`config.mk`:
```
export PLATFORM = sky130hd
export DESIGN_NAME = trap_and_interrupt_entry_unit_top
export DESIGN_NICKNAME = d
export VERILOG_FILES = /design/src/sv/tie_pkg.sv /design/src/sv/tie_step.sv /design/src/sv/trap_and_interrupt_entry_unit_top.sv
export SDC_FILE = /design/constraint.sdc
export NUM_CORES = 1
export LEC_CHECK = 0
export ABC_CLOCK_PERIOD_IN_PS = 5700
export BUFFER_PORTS_ARGS = -buffer_cell sky130_fd_sc_hd__buf_2
export CAP_MARGIN = 5
export CORE_MARGIN = 5
export CORE_UTILIZATION = 45
export CTS_BUF_LIST = sky130_fd_sc_hd__clkbuf_4
export DETAILED_ROUTE_END_ITERATION = 10
export PLACE_DENSITY = 0.68
export SLEW_MARGIN = 20
export SYNTH_ARGS = -nofsm -noshare
export SYNTH_HDL_FRONTEND = slang
export SYNTH_HIERARCHICAL = 1
export SYNTH_SLANG_ARGS = --single-unit
```
`constraint.sdc`:
```
create_clock -name clk -period 5.7 [get_ports clk]
set_clock_uncertainty 0.2 [all_clocks]
set_input_delay 1.71 -clock clk [delete_from_list [all_inputs] [get_ports clk]]
set_output_delay 1.71 -clock clk [all_outputs]
set_load 0.005 [all_outputs]
```
`src/sv/tie_pkg.sv`:
```
// shared types and constants for the trap and interrupt entry unit
`default_nettype none
package tie_pkg;

	// command codes
	localparam logic [2:0] CMD_TICK      = 3'd0;
	localparam logic [2:0] CMD_SYNC_TRAP = 3'd1;
	localparam logic [2:0] CMD_WR_STATUS = 3'd2;
	localparam logic [2:0] CMD_WR_BASE   = 3'd3;
	localparam logic [2:0] CMD_RAISE_IPI = 3'd4;

	// interrupt levels of the internal sources
	localparam logic [3:0] LVL_IPI     = 4'd14;
	localparam logic [3:0] LVL_TIMER   = 4'd10;
	localparam logic [3:0] LVL_MAILBOX = 4'd8;
	localparam logic [3:0] LVL_NMI     = 4'd15;

	// trap types with special meaning
	localparam logic [7:0] TT_INTERRUPT_BASE = 8'h10;
	localparam logic [7:0] TT_MAILBOX        = 8'h18;
	localparam logic [7:0] TT_IPI            = 8'h1E;

	typedef struct packed {
		logic [2:0]  cmd;
		logic [29:0] pc;
		logic [29:0] npc;
		logic [7:0]  trap_num;
		logic [31:0] cycle_count;
		logic        mailbox_valid;
		logic [3:0]  ext_level;
		logic        wr_enable_traps;
		logic        wr_supervisor;
		logic [3:0]  wr_level;
		logic [4:0]  wr_window;
		logic [19:0] wr_base;
	} tie_in_t;

	typedef struct packed {
		logic        took_trap;
		logic [7:0]  trap_type;
		logic [29:0] new_pc;
		logic [29:0] new_npc;
		logic [31:0] saved_pc;
		logic [31:0] saved_npc;
		logic [4:0]  window;
		logic        error_mode;
		logic        mailbox_ack;
	} tie_out_t;

	// architectural state of the core's trap logic
	typedef struct packed {
		logic [3:0]  pending_level;
		logic        traps_enabled;
		logic        supervisor;
		logic        prev_supervisor;
		logic [3:0]  proc_level;
		logic [4:0]  cur_window;
		logic [19:0] base_high;
		logic [7:0]  type_field;
		logic        ipi_waiting;
		logic        halted;
	} tie_state_t;

	localparam tie_state_t STATE_RESET = '{
		pending_level:   4'd0,
		traps_enabled:   1'b0,
		supervisor:      1'b1,
		prev_supervisor: 1'b0,
		proc_level:      4'd0,
		cur_window:      5'd0,
		base_high:       20'd0,
		type_field:      8'd0,
		ipi_waiting:     1'b0,
		halted:          1'b0
	};

endpackage
`default_nettype wire

```
`src/sv/tie_step.sv`:
```
// combinational next state and result for one command
`default_nettype none
module tie_step #(
	parameter int WINDOW_COUNT = 8
) (
	input  tie_pkg::tie_state_t cur,
	input  tie_pkg::tie_in_t    item,
	input  logic [31:0]         tick_period,
	output tie_pkg::tie_state_t nxt,
	output tie_pkg::tie_out_t   res
);
	import tie_pkg::*;

	localparam logic [4:0] WIN_LAST  = 5'(WINDOW_COUNT - 1);
	localparam logic [5:0] WIN_COUNT = 6'(WINDOW_COUNT);

	logic [3:0]  lvl_ext;
	logic [3:0]  lvl_ipi;
	logic [3:0]  lvl_tmr;
	logic [3:0]  lvl_all;
	logic        timer_fire;
	logic        irq_take;
	logic        trap_req;
	logic [7:0]  trap_tt;
	logic [4:0]  win_dec;
	logic [29:0] vec;

	// raise pending level from the four sources
	assign timer_fire = (tick_period != 32'd0) &&
		((item.cycle_count & (tick_period - 32'd1)) == 32'd0);
	assign lvl_ext = (cur.pending_level < item.ext_level) ? item.ext_level
		: cur.pending_level;
	assign lvl_ipi = (lvl_ext < LVL_IPI && cur.ipi_waiting) ? LVL_IPI : lvl_ext;
	assign lvl_tmr = (lvl_ipi < LVL_TIMER && timer_fire) ? LVL_TIMER : lvl_ipi;
	assign lvl_all = (lvl_tmr < LVL_MAILBOX && item.mailbox_valid) ? LVL_MAILBOX
		: lvl_tmr;
	assign irq_take = cur.traps_enabled &&
		(lvl_all == LVL_NMI || lvl_all > cur.proc_level);

	// window decrement with wrap
	assign win_dec = (cur.cur_window != 5'd0) ? cur.cur_window - 5'd1 : WIN_LAST;

	always_comb begin
		nxt      = cur;
		trap_req = 1'b0;
		trap_tt  = item.trap_num;
		res      = '0;

		// command decode
		if (item.cmd == CMD_RAISE_IPI) begin
			nxt.ipi_waiting = 1'b1;
		end else if (!cur.halted) begin
			unique case (item.cmd)
				CMD_TICK: begin
					nxt.pending_level = lvl_all;
					if (irq_take) begin
						trap_req          = 1'b1;
						trap_tt           = TT_INTERRUPT_BASE + {4'd0, lvl_all};
						nxt.pending_level = 4'd0;
					end
				end
				CMD_SYNC_TRAP: begin
					trap_req = (item.trap_num != 8'd0);
				end
				CMD_WR_STATUS: begin
					if ({1'b0, item.wr_window} < WIN_COUNT) begin
						nxt.traps_enabled = item.wr_enable_traps;
						nxt.supervisor    = item.wr_supervisor;
						nxt.proc_level    = item.wr_level;
						nxt.cur_window    = item.wr_window;
					end
				end
				CMD_WR_BASE: begin
					nxt.base_high = item.wr_base;
				end
				default: begin
				end
			endcase
		end

		// trap vector from base and trap type
		vec = {cur.base_high, trap_tt, 2'b00};

		// trap entry, or error mode when traps are disabled
		if (trap_req) begin
			if (!cur.traps_enabled) begin
				nxt.halted = 1'b1;
			end else begin
				nxt.traps_enabled   = 1'b0;
				nxt.prev_supervisor = cur.supervisor;
				nxt.supervisor      = 1'b1;
				nxt.cur_window      = win_dec;
				nxt.type_field      = trap_tt;
				if (trap_tt == TT_IPI) begin
					nxt.ipi_waiting = 1'b0;
				end
				res.took_trap   = 1'b1;
				res.trap_type   = trap_tt;
				res.new_pc      = vec;
				res.new_npc     = vec + 30'd1;
				res.saved_pc    = {item.pc, 2'b00};
				res.saved_npc   = {item.npc, 2'b00};
				res.mailbox_ack = (trap_tt == TT_MAILBOX) && item.mailbox_valid;
			end
		end

		res.window     = nxt.cur_window;
		res.error_mode = nxt.halted;
	end

endmodule
`default_nettype wire

```
`src/sv/trap_and_interrupt_entry_unit_top.sv`:
```
// top level of the trap and interrupt entry unit
// Trap and interrupt entry for one SPARC-style core. Each transfer on req is one
// command (tick, synchronous trap, status write, trap base write, inter-processor
// request) and yields exactly one transfer on rsp. The unit sustains one command
// per cycle while rsp is not stalled. A command passes through the input register
// and then the result register, which drives rsp and rsp_valid, with the trap state
// updated as a command moves from the first into the second. A stalled rsp holds
// req_ready low once both registers are occupied. The user must write tick_period
// through cfg_wr_en/cfg_wr_data only while the unit holds no command; the unit
// itself does not enforce this.
`default_nettype none
module trap_and_interrupt_entry_unit_top #(
	parameter int WINDOW_COUNT = 8
) (
	input  logic             clk,
	input  logic             arst_n,
	input  logic             req_valid,
	output logic             req_ready,
	input  tie_pkg::tie_in_t req,
	output logic             rsp_valid,
	input  logic             rsp_ready,
	output tie_pkg::tie_out_t rsp,
	input  logic             cfg_wr_en,
	input  logic [31:0]      cfg_wr_data
);
	import tie_pkg::*;

	logic        item_valid_s1;
	tie_in_t     item_s1;
	logic        rsp_valid_s2;
	tie_out_t    rsp_s2;
	tie_state_t  state_q;
	tie_state_t  state_nxt;
	tie_out_t    res;
	logic [31:0] tick_period_q;
	logic        advance;

	assign advance   = item_valid_s1 && (!rsp_valid_s2 || rsp_ready);
	assign req_ready = !item_valid_s1 || advance;
	assign rsp_valid = rsp_valid_s2;
	assign rsp       = rsp_s2;

	// timer period register
	always_ff @(posedge clk or negedge arst_n) begin
		if (!arst_n) begin
			tick_period_q <= 32'd0;
		end else if (cfg_wr_en) begin
			tick_period_q <= cfg_wr_data;
		end
	end

	// input register
	always_ff @(posedge clk or negedge arst_n) begin
		if (!arst_n) begin
			item_valid_s1 <= 1'b0;
		end else if (req_ready) begin
			item_valid_s1 <= req_valid;
		end
	end

	always_ff @(posedge clk) begin
		if (req_valid && req_ready) begin
			item_s1 <= req;
		end
	end

	tie_step #(
		.WINDOW_COUNT(WINDOW_COUNT)
	) u_step (
		.cur        (state_q),
		.item       (item_s1),
		.tick_period(tick_period_q),
		.nxt        (state_nxt),
		.res        (res)
	);

	// trap state and result valid
	always_ff @(posedge clk or negedge arst_n) begin
		if (!arst_n) begin
			state_q      <= STATE_RESET;
			rsp_valid_s2 <= 1'b0;
		end else begin
			if (advance) begin
				state_q <= state_nxt;
			end
			if (advance) begin
				rsp_valid_s2 <= 1'b1;
			end else if (rsp_ready) begin
				rsp_valid_s2 <= 1'b0;
			end
		end
	end

	// result register
	always_ff @(posedge clk) begin
		if (advance) begin
			rsp_s2 <= res;
		end
	end

endmodule
`default_nettype wire

```
==> flow_summary.toml <==
[cells_and_area]
drive_gt1_frac = 0.443
design_area_um2 = 17000
final_util = 0.553
area_delta_synth_final_pct = 20.6
fin_nets = 1416

[route]
ant_nets = 0
drcViolationCount = 0
drt_first_pass_iters = 5
dr.first_iter.drc_count = 394
wl_mm = 31.2
viasPerCell = 5.00
routedWlPerCell_um = 18.3
vias = 8533

[clock_tree]
cts_tree = "built"
cts.clk_slew.worst_paths_ns = 0.08
cts.sinks = 348
numCtsBuffers = 88
clock_path_buffers = 3
postCtsSetupBuffers = 0
htreeDepth = 3
clockRootBuffer = "clkbuf_4"
clk_latency_ns = 0.69

[synth]
yosys_warnings = 6
syn_inst = 876
synth_area_um2 = 14100
syn_avg_cell_area_um2 = 16.1

[critical_path]
slowest_stage = "or4_1"
critical_path.top_delay_family = "simple AND/OR/NAND/NOR gates"
critPathArrivalTime_ns = 5.71
crit_chain = "or4_1 > or4_4 > o311a_1 > or3_1 > a211o_1 > nor4_2 > buf_4 > nand2_2 > nand2_1 > ha_1 > and2_1 > o21ai_0 > a31oi_1 > nor2_1 > a31o_2 > nor2_8 > o311a_1 > mux2_2"
max_stage_delay_ns = 0.59
critical_path_buf_inv_count = 1
crit_type = "reg2reg"
critPathMaxFanout = 6
startpoint_type = "register"
worst_setup_path_end_kind = "register"
cp_common_cell = "o311a_1"
crit_required_ns = 6.05

[floorplan]
rows = 64
die_y_um = 187
io_pins = 318
die_area_um2 = 34900
start_util = 0.458
coreArea_um2 = 30700
dieWidth_um = 187

[timing]
finalHoldViolCount = 0
setup_viol = 0
holdWs_ns = 0.265
drv_slew = 0
period_share = 0.941
timing.slew.headroom = 0.379
max_freq_ghz = 0.186
min_period_ns = 5.36
tns_ns = 0
rsz0062_at_grt = "false"
tightest_slew_ns = 0.908

[placed_design]
io_buffers = 316
place_hpwl_mm = 21.9
gp_congestion = 0.829
placed_area_um2 = 15800

[status]
status = "completed"

[power_and_ir_drop]
finalPower_mw = 6.14
ir_worst_vdd_v = 0.000208
cellPowerDensity_nw_per_um2 = 362
p_leak_nw = 7.12

[grt]
antenna_found_initial = 6
overflow = 0
grt_usage = 0.174
grt_max_degree = 88
grt_pass1_vias = 8718
grt_pass1_wl_mm = 47.9

[job]
drv_cap = 0

[min_path]
hp-class = "reg2reg"
-- per-stage QoR --
stage	std cells	setup slack [ns]
after global placement	1535	0.404
after detailed placement	1535	0.336
after floorplan	882	0.124
after global routing	1707	0.0167
final	1708	0.336
after CTS	1701	0.282
-- report_power, final --
group          switching, mW  internal [mW]
Combinational          0.406          0.467
Clock                   1.01           1.03
Sequential             0.177           3.06
-- path summary, 6_finish.rpt --
| check | cells past startpoint | slack (ns) | to | from |
|---|---|---|---|---|
| hold reg to reg | 1 | 0.26 | rsp[10] | item_s1[77] |
| max in group asynchronous | 2 | 3.94 | state_q[30] | arst_n |
| min in group asynchronous | 1 | 0.75 | state_q[20] | arst_n |
| hold / removal | 1 | 0.26 | rsp[10] | item_s1[77] |
| setup / recovery | 18 | 0.34 | state_q[34] | tick_period_q[5] |
| setup reg to reg | 18 | 0.34 | state_q[34] | tick_period_q[5] |
-- state kept, by name, summed over array words and instances (netlist names) --
| name | flops |
|---|---|
| rsp | 140 |
| rsp_valid | 1 |
| item_s1 | 138 |
| item_valid_s1 | 1 |
| tick_period_q | 32 |
| state_q | 36 |
-- layout by cell type, fill, tap and decap left out, types with 14 or more instances in the layout --
cell,n
and2_1,85
clkinv_1,27
mux2_4,29
clkbuf_4,123
buf_4,14
dfrtp_1,70
o21ai_0,20
edfxtp_1,278
inv_1,22
buf_2,315
nor4_1,20
nand2_1,43
nor2_1,15
mux2_2,57
-- worst register-to-register path, cell delays in order (launching register included) --
cell     delay, ns
dfrtp_1       0.43
or4_1         0.59
or4_4         0.54
o311a_1       0.34
or3_1         0.34
a211o_1       0.32
nor4_2        0.26
buf_4         0.18
nand2_2       0.09
nand2_1       0.10
ha_1          0.22
and2_1        0.16
o21ai_0       0.18
a31oi_1       0.12
nor2_1        0.20
a31o_2        0.28
nor2_8        0.07
o311a_1       0.35
mux2_2        0.26
-- layer usage --
metal / GRT usage / vias up / share of wire
met5: 0 / - / 0.00042
met4: 0.0737 / 2 / 0.026
met3: 0.0532 / 59 / 0.079
met2: 0.284 / 372 / 0.48
met1: 0.216 / 4125 / 0.41
li1: - / 3975 / -
-- what timing repair did --
action | CTS | global route
hold buffers | 0 | 0
endpoints found under the setup margin | 0 | 3
resized for setup | 0 | 2
-- cell type report --
type / instances / area (µm²)
flip-flops and latches: 348 / 10100
clock buffers: 123 / 923
diodes: 6 / 15.0
clock inverters: 43 / 208
repair buffers: 334 / 1790
inverters: 24 / 100
well taps: 396 / 495
fillers: 2575 / 13800
multi-input cells: 434 / 3360
Note: power is estimated with default switching activity, not from simulation.
